$ cat config.mk
export PLATFORM = sky130hd
export DESIGN_NAME = url_component_splitter_unit
export DESIGN_NICKNAME = d
export VERILOG_FILES = /design/src/hdl/ucs_pkg.sv /design/src/hdl/url_component_splitter_unit.sv
export SDC_FILE = /design/constraint.sdc
export NUM_CORES = 1
export LEC_CHECK = 0
export BUFFER_PORTS_ARGS = -buffer_cell sky130_fd_sc_hd__buf_2
export CAP_MARGIN = 25
export CELL_PAD_IN_SITES_DETAIL_PLACEMENT = 1
export CELL_PAD_IN_SITES_GLOBAL_PLACEMENT = 1
export CORE_UTILIZATION = 40
export CTS_BUF_LIST = sky130_fd_sc_hd__clkbuf_4
export CTS_CLUSTER_SIZE = 10
export DETAILED_ROUTE_END_ITERATION = 8
export PLACE_DENSITY = 0.71
export RECOVER_POWER = 100
export SYNTH_ARGS = -nofsm -noshare
export SYNTH_HDL_FRONTEND = slang
export SYNTH_SLANG_ARGS = --single-unit
$ cat constraint.sdc
create_clock -name clk -period 17.1 [get_ports clk]
set_clock_uncertainty 0.2 [all_clocks]
set_input_delay 1.71 -clock clk [delete_from_list [all_inputs] [get_ports clk]]
set_output_delay 1.71 -clock clk [all_outputs]
set_load 0.01 [all_outputs]
$ cat src/hdl/ucs_pkg.sv
// package for the url component splitter: payload types, codes and scheme matcher
`default_nettype none

package ucs_pkg;

  localparam int MAX_URL_LEN_DEFAULT = 4096;
  localparam int POS_W = 13;

  typedef logic [POS_W-1:0] pos_t;

  typedef struct packed {
    logic [7:0] char_byte;
    logic       is_last;
  } byte_item_t;

  typedef struct packed {
    logic [2:0]  status;
    pos_t        scheme_len;
    pos_t        host_stop;
    logic [15:0] port_value;
    logic [15:0] effective_port;
    pos_t        path_begin;
    pos_t        path_finish;
    pos_t        query_begin;
    pos_t        query_finish;
    pos_t        fragment_begin;
    logic [2:0]  present_mask;
    pos_t        url_length;
  } result_item_t;

  // status codes
  localparam logic [2:0] ST_OK        = 3'd0;
  localparam logic [2:0] ST_NO_SCHEME = 3'd1;
  localparam logic [2:0] ST_NO_REST   = 3'd2;
  localparam logic [2:0] ST_BAD_PORT  = 3'd3;
  localparam logic [2:0] ST_NO_HOST   = 3'd4;
  localparam logic [2:0] ST_TOO_LONG  = 3'd5;

  // "://" tracking
  localparam logic [1:0] SEP_NONE  = 2'd0;
  localparam logic [1:0] SEP_COLON = 2'd1;
  localparam logic [1:0] SEP_SLASH = 2'd2;

  // scheme class matcher codes
  localparam logic [3:0] CLS_START = 4'd0;
  localparam logic [3:0] CLS_H     = 4'd1;
  localparam logic [3:0] CLS_HT    = 4'd2;
  localparam logic [3:0] CLS_HTT   = 4'd3;
  localparam logic [3:0] CLS_HTTP  = 4'd4;
  localparam logic [3:0] CLS_HTTPS = 4'd5;
  localparam logic [3:0] CLS_W     = 4'd6;
  localparam logic [3:0] CLS_WS    = 4'd7;
  localparam logic [3:0] CLS_WSS   = 4'd8;
  localparam logic [3:0] CLS_DEAD  = 4'd15;

  localparam logic [15:0] PORT_HTTPS = 16'd443;
  localparam logic [15:0] PORT_HTTP  = 16'd80;
  localparam logic [16:0] PORT_MAX   = 17'd65535;
  localparam logic [16:0] PORT_SAT   = 17'd65536;

  // characters
  localparam logic [7:0] CH_COLON = 8'h3A;
  localparam logic [7:0] CH_SLASH = 8'h2F;
  localparam logic [7:0] CH_QUEST = 8'h3F;
  localparam logic [7:0] CH_HASH  = 8'h23;
  localparam logic [7:0] CH_OPEN  = 8'h5B;
  localparam logic [7:0] CH_CLOSE = 8'h5D;
  localparam logic [7:0] CH_0     = 8'h30;
  localparam logic [7:0] CH_9     = 8'h39;
  localparam logic [7:0] CH_UA    = 8'h41;
  localparam logic [7:0] CH_UZ    = 8'h5A;
  localparam logic [7:0] CH_H     = 8'h68;
  localparam logic [7:0] CH_T     = 8'h74;
  localparam logic [7:0] CH_P     = 8'h70;
  localparam logic [7:0] CH_S     = 8'h73;
  localparam logic [7:0] CH_W     = 8'h77;

  function automatic logic [3:0] class_next(input logic [3:0] s, input logic [7:0] c);
    logic [7:0] lc;
    logic [3:0] r;
    lc = c;
    if (c >= CH_UA && c <= CH_UZ) lc = c + 8'd32;
    r = CLS_DEAD;
    case (s)
      CLS_START: begin
        if (lc == CH_H) r = CLS_H;
        else if (lc == CH_W) r = CLS_W;
      end
      CLS_H:    if (lc == CH_T) r = CLS_HT;
      CLS_HT:   if (lc == CH_T) r = CLS_HTT;
      CLS_HTT:  if (lc == CH_P) r = CLS_HTTP;
      CLS_HTTP: if (lc == CH_S) r = CLS_HTTPS;
      CLS_W:    if (lc == CH_S) r = CLS_WS;
      CLS_WS:   if (lc == CH_S) r = CLS_WSS;
      default:  r = CLS_DEAD;
    endcase
    return r;
  endfunction

  function automatic logic [15:0] known_port(input logic [3:0] cls);
    logic [15:0] r;
    case (cls)
      CLS_HTTPS, CLS_WSS: r = PORT_HTTPS;
      CLS_HTTP, CLS_WS:   r = PORT_HTTP;
      default:            r = 16'd0;
    endcase
    return r;
  endfunction

endpackage

`default_nettype wire

$ cat src/hdl/url_component_splitter_unit.sv
// top level of the url component splitter
`default_nettype none

// url component splitter: takes a url one byte per transaction on the byte
// channel (is_last marks the final byte) and gives one result transaction per
// url with status, scheme length, host end, port, effective port and the
// path, query and fragment offsets. throughput is one byte per cycle when no
// byte is stalled: a byte sits in the input register, the running trackers
// (scheme match, separator positions, bracket flags, port accumulator) update
// from it and on the last byte the finished result is loaded into the result
// register at the same edge at which that byte leaves the input register.
// the only stall is a last byte whose result would overwrite a result that
// has not yet been taken. bytes beyond MAX_URL_LEN are counted as overlong and
// not examined; offsets are reported modulo 2**13.
module url_component_splitter_unit #(
  parameter int MAX_URL_LEN = ucs_pkg::MAX_URL_LEN_DEFAULT
) (
  input  wire logic                 clk,
  input  wire logic                 rst,
  input  wire logic                 byte_valid,
  output logic                      byte_ready,
  input  wire ucs_pkg::byte_item_t  byte_data,
  output logic                      result_valid,
  input  wire logic                 result_ready,
  output ucs_pkg::result_item_t     result_data
);

  // position width holds 0..MAX_URL_LEN, length width holds MAX_URL_LEN + 1
  localparam int PW = $clog2(MAX_URL_LEN + 1);
  localparam int LW = $clog2(MAX_URL_LEN + 2);

  // input register
  logic                byte_q_valid;
  ucs_pkg::byte_item_t byte_q;
  logic                go;
  logic                go_last;

  // running trackers
  logic [PW-1:0] byte_position, byte_position_next;
  logic          overlong, overlong_next;
  logic [1:0]    separator_match, separator_match_next;
  logic [PW-1:0] scheme_colon_pos, scheme_colon_pos_next;
  logic          scheme_found, scheme_found_next;
  logic          slash_seen, slash_seen_next;
  logic [PW-1:0] slash_pos, slash_pos_next;
  logic          question_seen, question_seen_next;
  logic [PW-1:0] question_pos, question_pos_next;
  logic          hash_seen, hash_seen_next;
  logic [PW-1:0] hash_pos, hash_pos_next;
  logic          colon_seen, colon_seen_next;
  logic [PW-1:0] colon_pos, colon_pos_next;
  logic          open_seen, open_seen_next;
  logic          close_seen, close_seen_next;
  logic [PW-1:0] close_pos, close_pos_next;
  logic [16:0]   port_acc, port_acc_next;
  logic          port_digits, port_digits_next;
  logic          port_bad, port_bad_next;
  logic [3:0]    class_state, class_state_next;
  logic [3:0]    class_at_colon, class_at_colon_next;

  logic [7:0]  c;
  logic [19:0] acc_wide;

  // result computation
  ucs_pkg::result_item_t res;
  logic [LW-1:0] len, hs, he, pe, qe, hash_end;
  logic [LW-1:0] slash_l, question_l, hash_l, colon_l, close_l, scheme_l;
  logic          parse;
  logic [2:0]    st;
  logic [15:0]   port;

  // a byte moves on unless it is a last byte blocked by an untaken result
  assign go         = byte_q_valid && (!byte_q.is_last || !result_valid || result_ready);
  assign go_last    = go && byte_q.is_last;
  assign byte_ready = !byte_q_valid || go;

  always_ff @(posedge clk) begin
    if (rst) begin
      byte_q_valid <= 1'b0;
    end else if (byte_valid && byte_ready) begin
      byte_q_valid <= 1'b1;
    end else if (go) begin
      byte_q_valid <= 1'b0;
    end
  end

  always_ff @(posedge clk) begin
    if (byte_valid && byte_ready) begin
      byte_q <= byte_data;
    end
  end

  // tracker update for the byte in the input register
  always_comb begin
    byte_position_next    = byte_position;
    overlong_next         = overlong;
    separator_match_next  = separator_match;
    scheme_colon_pos_next = scheme_colon_pos;
    scheme_found_next     = scheme_found;
    slash_seen_next       = slash_seen;
    slash_pos_next        = slash_pos;
    question_seen_next    = question_seen;
    question_pos_next     = question_pos;
    hash_seen_next        = hash_seen;
    hash_pos_next         = hash_pos;
    colon_seen_next       = colon_seen;
    colon_pos_next        = colon_pos;
    open_seen_next        = open_seen;
    close_seen_next       = close_seen;
    close_pos_next        = close_pos;
    port_acc_next         = port_acc;
    port_digits_next      = port_digits;
    port_bad_next         = port_bad;
    class_state_next      = class_state;
    class_at_colon_next   = class_at_colon;
    c                     = byte_q.char_byte;
    acc_wide              = (20'(port_acc) << 3) + (20'(port_acc) << 1) + 20'(c - ucs_pkg::CH_0);

    if (byte_position == PW'(MAX_URL_LEN)) begin
      // past the limit: count it, look no further
      overlong_next = 1'b1;
    end else begin
      byte_position_next = byte_position + 1'b1;
      if (!scheme_found) begin
        // scheme region: match "://" and classify the scheme text
        if (c == ucs_pkg::CH_COLON) class_at_colon_next = class_state;
        class_state_next = ucs_pkg::class_next(class_state, c);
        if (c == ucs_pkg::CH_COLON) begin
          separator_match_next = ucs_pkg::SEP_COLON;
        end else if (c == ucs_pkg::CH_SLASH && separator_match == ucs_pkg::SEP_COLON) begin
          separator_match_next = ucs_pkg::SEP_SLASH;
        end else if (c == ucs_pkg::CH_SLASH && separator_match == ucs_pkg::SEP_SLASH) begin
          scheme_found_next     = 1'b1;
          scheme_colon_pos_next = byte_position - PW'(2);
          separator_match_next  = ucs_pkg::SEP_NONE;
        end else begin
          separator_match_next = ucs_pkg::SEP_NONE;
        end
      end else if (c inside {ucs_pkg::CH_SLASH, ucs_pkg::CH_QUEST, ucs_pkg::CH_HASH}) begin
        // first occurrence of each separator
        if (c == ucs_pkg::CH_SLASH && !slash_seen) begin
          slash_seen_next = 1'b1;
          slash_pos_next  = byte_position;
        end
        if (c == ucs_pkg::CH_QUEST && !question_seen) begin
          question_seen_next = 1'b1;
          question_pos_next  = byte_position;
        end
        if (c == ucs_pkg::CH_HASH && !hash_seen) begin
          hash_seen_next = 1'b1;
          hash_pos_next  = byte_position;
        end
      end else if (!(slash_seen || question_seen || hash_seen)) begin
        // host region: brackets, last colon, port digits
        if (c == ucs_pkg::CH_OPEN) open_seen_next = 1'b1;
        if (c == ucs_pkg::CH_CLOSE && !close_seen) begin
          close_seen_next = 1'b1;
          close_pos_next  = byte_position;
        end
        if (c == ucs_pkg::CH_COLON) begin
          colon_seen_next  = 1'b1;
          colon_pos_next   = byte_position;
          port_acc_next    = '0;
          port_digits_next = 1'b0;
          port_bad_next    = 1'b0;
        end else if (colon_seen) begin
          if (c inside {[ucs_pkg::CH_0:ucs_pkg::CH_9]}) begin
            port_acc_next    = (acc_wide > 20'(ucs_pkg::PORT_MAX)) ? ucs_pkg::PORT_SAT
                                                                  : acc_wide[16:0];
            port_digits_next = 1'b1;
          end else begin
            port_bad_next = 1'b1;
          end
        end
      end
    end
  end

  // result from the updated trackers
  always_comb begin
    slash_l    = LW'(slash_pos_next);
    question_l = LW'(question_pos_next);
    hash_l     = LW'(hash_pos_next);
    colon_l    = LW'(colon_pos_next);
    close_l    = LW'(close_pos_next);
    scheme_l   = LW'(scheme_colon_pos_next);
    len        = overlong_next ? (LW'(MAX_URL_LEN) + 1'b1) : (LW'(byte_position) + 1'b1);
    hs         = scheme_l + LW'(3);

    // host ends at the earliest separator
    he = len;
    if (slash_seen_next && slash_l < he) he = slash_l;
    if (question_seen_next && question_l < he) he = question_l;
    if (hash_seen_next && hash_l < he) he = hash_l;

    // a port is parsed from the last colon unless it sits inside brackets
    parse = colon_seen_next && colon_l > hs &&
            (!open_seen_next || (close_seen_next && colon_l > close_l));

    // path runs to the next separator, or to the end when that lies before it
    pe = len;
    if (question_seen_next && question_l < pe) pe = question_l;
    if (hash_seen_next && hash_l < pe) pe = hash_l;
    if (pe < slash_l) pe = len;

    qe = (hash_seen_next && hash_l > question_l) ? hash_l : len;
    hash_end = hash_l + 1'b1;

    st   = ucs_pkg::ST_OK;
    port = '0;
    if (overlong_next) begin
      st = ucs_pkg::ST_TOO_LONG;
    end else if (!scheme_found_next || scheme_colon_pos_next == '0) begin
      st = ucs_pkg::ST_NO_SCHEME;
    end else if (hs >= len) begin
      st = ucs_pkg::ST_NO_REST;
    end else if (parse && (!port_digits_next || port_bad_next ||
                           port_acc_next > ucs_pkg::PORT_MAX)) begin
      st = ucs_pkg::ST_BAD_PORT;
    end else if (he == hs) begin
      st = ucs_pkg::ST_NO_HOST;
    end else if (parse) begin
      port = port_acc_next[15:0];
    end

    res            = '0;
    res.status     = st;
    res.url_length = ucs_pkg::pos_t'(len);
    if (st == ucs_pkg::ST_OK) begin
      res.scheme_len     = ucs_pkg::pos_t'(scheme_l);
      res.host_stop      = parse ? ucs_pkg::pos_t'(colon_l) : ucs_pkg::pos_t'(he);
      res.port_value     = port;
      res.effective_port = (port != '0) ? port : ucs_pkg::known_port(class_at_colon_next);
      if (slash_seen_next) begin
        res.path_begin      = ucs_pkg::pos_t'(slash_l);
        res.path_finish     = ucs_pkg::pos_t'(pe);
        res.present_mask[0] = 1'b1;
      end
      if (question_seen_next) begin
        res.query_begin     = ucs_pkg::pos_t'(question_l + 1'b1);
        res.query_finish    = ucs_pkg::pos_t'(qe);
        res.present_mask[1] = 1'b1;
      end
      // fragment counts only when a byte follows the hash
      if (hash_seen_next && hash_end < len) begin
        res.fragment_begin  = ucs_pkg::pos_t'(hash_end);
        res.present_mask[2] = 1'b1;
      end
    end
  end

  // tracker registers, cleared after each url
  always_ff @(posedge clk) begin
    if (rst || go_last) begin
      byte_position    <= '0;
      overlong         <= 1'b0;
      separator_match  <= ucs_pkg::SEP_NONE;
      scheme_colon_pos <= '0;
      scheme_found     <= 1'b0;
      slash_seen       <= 1'b0;
      slash_pos        <= '0;
      question_seen    <= 1'b0;
      question_pos     <= '0;
      hash_seen        <= 1'b0;
      hash_pos         <= '0;
      colon_seen       <= 1'b0;
      colon_pos        <= '0;
      open_seen        <= 1'b0;
      close_seen       <= 1'b0;
      close_pos        <= '0;
      port_acc         <= '0;
      port_digits      <= 1'b0;
      port_bad         <= 1'b0;
      class_state      <= ucs_pkg::CLS_START;
      class_at_colon   <= ucs_pkg::CLS_DEAD;
    end else if (go) begin
      byte_position    <= byte_position_next;
      overlong         <= overlong_next;
      separator_match  <= separator_match_next;
      scheme_colon_pos <= scheme_colon_pos_next;
      scheme_found     <= scheme_found_next;
      slash_seen       <= slash_seen_next;
      slash_pos        <= slash_pos_next;
      question_seen    <= question_seen_next;
      question_pos     <= question_pos_next;
      hash_seen        <= hash_seen_next;
      hash_pos         <= hash_pos_next;
      colon_seen       <= colon_seen_next;
      colon_pos        <= colon_pos_next;
      open_seen        <= open_seen_next;
      close_seen       <= close_seen_next;
      close_pos        <= close_pos_next;
      port_acc         <= port_acc_next;
      port_digits      <= port_digits_next;
      port_bad         <= port_bad_next;
      class_state      <= class_state_next;
      class_at_colon   <= class_at_colon_next;
    end
  end

  // result register
  always_ff @(posedge clk) begin
    if (rst) begin
      result_valid <= 1'b0;
    end else if (go_last) begin
      result_valid <= 1'b1;
    end else if (result_ready) begin
      result_valid <= 1'b0;
    end
  end

  always_ff @(posedge clk) begin
    if (go_last) begin
      result_data <= res;
    end
  end

endmodule

`default_nettype wire

==> results by group <==
Logic synthesis
  • Mapped Nets: about 2300
  • Number of flops mapped to enable cells by yosys: between 150 and 200
  • Top cells by count, synth: nor2_1 (288), ha_1 (165), edfxtp_1 (151)
  • Synth Instances: 2099
  • Ys flop type: edfxtp_1
  • Post-synth ARST share: 0%
  • Post-synthesis sequential area ratio: between 30% and 40%
  • Largest area contributor in the netlist: edfxtp_1
  • Top-count cell post-synth: nor2_1
  • Synth cell types: 79
  • Top cells by area, synth: edfxtp_1 (24%), dfxtp_1 (14%), ha_1 (11%)
  • Post-synth top area share: between 20% and 30%
  • Post-synthesis register bit count: between 200 and 300
  • YS warnings: 0
  • Netlist Area Pre-Place: around 19000 sq um
  • Syn_area_per_cell: between 9 and 10 sq um

Setup path
  • Crit. End Element: register
  • R2R Path Start: byte_position[0]$_SDFFE_PP0P_
  • CP startpoint: byte_position[0]$_SDFFE_PP0P_
  • Kind of critical path: register to register
  • Worst path buffer plus inverter count: 5
  • Required @ worst endpoint: 17.33 ns
  • Worst EP arrival: around 15 ns
  • CP Max Fanout: 125
  • R2r setup slk: around 2.1 ns
  • Setup crit start kind: register
  • Crit path largest cell delay: between 1 and 1.5 ns
  • Slowest stage cell, crit path: a2111oi_0
  • Crit path to: result_data[109]$_SDFFCE_PP0P_
  • Stages on the worst setup path: 38
  • Crit path max-delay family: simple AND/OR/NAND/NOR gates
  • Worst Reg2Reg Path Length in Cells: 38
  • Reg-to-Reg End: result_data[109]$_SDFFCE_PP0P_

Placement
  • Dpl hpwl: approximately 55000 um
  • Port buffer count: between 150 and 200
  • RePlAce Congestion: around 1

Routing
  • Vias: between 15000 and 20000
  • Iteration-0 DRC count of the detailed router: 1400
  • Detailed Route WL: ~74000 um
  • DR WL/cell: 25.0 um
  • Drt pass-1 iters: 5
  • Vias per inst: about 5.9
  • Final ANT Viol Nets: 0
  • # DRC: 0

Floorplan
  • Area of the core: 46600 sq um
  • IO Pins: approximately 160
  • Row cnt: approximately 80
  • Die ar.: between 40000 and 50000 sq um
  • Die Y-Extent: roughly 220 um
  • DIE WIDTH: 219 um
  • Initial core utilization: between 40% and 50%

Layout
  • Area Growth Syn to Fin: 12.6%
  • Final nets: between 2000 and 2500
  • Layout cells sized above 1: between 10% and 20%

GRT
  • Via count of the first global-routing pass: about 18000
  • GRT Overall Usage: 31.0%
  • Grt ovf: 0
  • Antenna violations before repair: 1
  • First-pass GRT wire length: 110000 um
  • Largest net degree at the start of global routing: 126

Power and ir drop
  • Total power draw: 1.65 mW
  • P_leak: between 8 and 9 nW
  • Sw frac: between 20% and 30%
  • VDD IR max: 0.0000388 V
  • Clock Power Share: around two fifths
  • PwrDens: roughly 77 nW/um^2
  • Cell internal pwr: around 1.2 mW
  • Sw Pwr: between 0.4 and 0.5 mW
  • Logic pwr share: between 10% and 20%
  • Share of power burned in registers: approximately 45%

Timing
  • Setup TNS: 0 ns
  • Pins over their slew limit: about 360
  • Fin. Hold Viols: 0
  • RSZ-0062 raised after global routing: no
  • Min cycle time layout: 15.00 ns
  • Worst slew pin tran: roughly 3.8 ns
  • Worst slew margin: -150%
  • Final worst path period share: ~90%
  • F_max: ~0.067 GHz
  • Final setup violation count: 0

Clock tree
  • Cts repair resizes: 0
  • H-tree depth: 3
  • Clk slew on worst S/H paths: about 0.070 ns
  • CTS tree: yes
  • Skew-Pair Late Insertion Delay: about 0.85 ns
  • Clk root buf: clkbuf_4
  • Clock net sink count: roughly 280
  • Setup bufs post-CTS: 0
  • # hold bufs at CTS: 0
  • CTS Buffer Depth: 3
  • Total CTS buffers: 81

Run status
  • Failing checks: max-capacitance violations, max-slew violations
  • Status: complete, but fails checks

Hold path
  • Hold Path Class: register to register

Run
  • Max-cap violations: 7
==> tightest hold or removal path: cells and delay by family (launching register included) <==
kind / cells / cell delay [ns]
AO/OA/AOI/OAI: 1 / 0.06
AND/OR/NAND/NOR: 1 / 0.06
flip-flops: 1 / 0.31
==> logic make-up after synthesis <==
| group | synth area share (%) |
|---|---|
| AO/OA/AOI/OAI | 15.6 |
| XOR/XNOR | 4.26 |
| adder cells (fa/ha/maj) | 12.8 |
| buffers and inverters | 4.85 |
| flip-flops | 37.8 |
| multiplexers | 6.32 |
| AND/OR/NAND/NOR | 18.4 |
==> flip-flops by register name, summed over array words and instances, names as in the netlist, 2 cells and up <==
| signal | flops |
|---|---|
| byte_position | 13 |
| c | 8 |
| class_at_colon | 4 |
| class_state | 4 |
| close_pos | 13 |
| colon_pos | 13 |
| hash_pos | 13 |
| port_acc | 17 |
| question_pos | 13 |
| result_data | 142 |
| scheme_colon_pos | 13 |
| separator_match | 2 |
| slash_pos | 13 |
==> stage by stage <==
step | utilization (%) | cell area [sq um] | hold WS, ns | worst slack, ns | std cells
after floorplan | - | 18900 | 0.230 | 6.54 | 2099
after global placement | 43.9 | 20500 | 0.242 | 4.41 | 2805
after detailed placement | 43.9 | 20500 | 0.258 | 3.89 | 2805
after CTS | 46.2 | 21500 | 0.267 | 3.82 | 2946
after global routing | 45.7 | 21300 | 0.294 | 1.49 | 2948
final | 45.7 | 21300 | 0.270 | 2.10 | 2948
==> placed cells by master, fill, tap and decap left out, types with 6 or more instances in the layout <==
cell        n
clkinv_1   14
mux2i_1   101
nand2_1   113
or4_1       6
nor2b_1    21
edfxtp_1  151
ha_1      165
buf_4      48
nand4_1    34
or3_1      13
a211oi_1   68
a21o_1     25
o31ai_1     6
nand3_1    40
xnor2_1    63
clkbuf_4  121
fa_1       16
nor4_1     18
o211ai_1   12
dfxtp_1   130
a21oi_1   145
a31oi_1    14
mux2_2     15
inv_1     112
and3_1     12
xor2_1     29
buf_2      12
nand2b_1   18
o21ai_0    75
or2_2       6
clkbuf_1  151
nor2_1    288
a22oi_1    28
nor3_1    135
and4_1      6
o21a_1     20
==> power by group through the flow <==
stage | Combinational, mW | Sequential [mW] | Clock, mW
CTS | 0.238 | 0.735 | 0.690
floorplan | 0.158 | 0.747 | 0
finish | 0.238 | 0.736 | 0.672
detailed placement | 0.236 | 0.750 | 0
global placement | 0.227 | 0.749 | 0
global route | 0.260 | 0.738 | 0.718
==> routing by layer <==
metal	track usage (%)	vias up	part of all wire [%]
met1	40.0	8687	44
met3	5.53	147	5.5
met4	13.4	0	3.8
li1	-	8067	-
met5	0	-	0
met2	50.5	519	47
==> final cells by class <==
| type | instances | area [sq um] |
|---|---|---|
| fillers | 5557 | 25300 |
| well taps | 607 | 759 |
| clock buffers | 121 | 908 |
| multi-input cells | 1588 | 10900 |
| clock inverters | 20 | 141 |
| diodes | 1 | 2.50 |
| flip-flops and latches | 281 | 7140 |
| repair buffers | 212 | 1010 |
| inverters | 118 | 443 |
==> worst min-delay path by stage <==
stage	start	endpoint	slack, ns	cells past startpoint
final	close_pos[0]$_SDFFE_PP0P_	close_pos[0]$_SDFFE_PP0P_	0.27	2
after global routing	separator_match[1]$_SDFFE_PP0P_	separator_match[1]$_SDFFE_PP0P_	0.29	2
after CTS	scheme_colon_pos[12]$_SDFFE_PP0P_	scheme_colon_pos[12]$_SDFFE_PP0P_	0.27	2
after detailed placement	scheme_colon_pos[12]$_SDFFE_PP0P_	scheme_colon_pos[12]$_SDFFE_PP0P_	0.26	2
after global placement	separator_match[1]$_SDFFE_PP0P_	separator_match[1]$_SDFFE_PP0P_	0.24	2
after floorplan	port_digits$_SDFFE_PP0P_	port_digits$_SDFFE_PP0P_	0.23	2
Note: power is estimated with default switching activity, not from simulation.
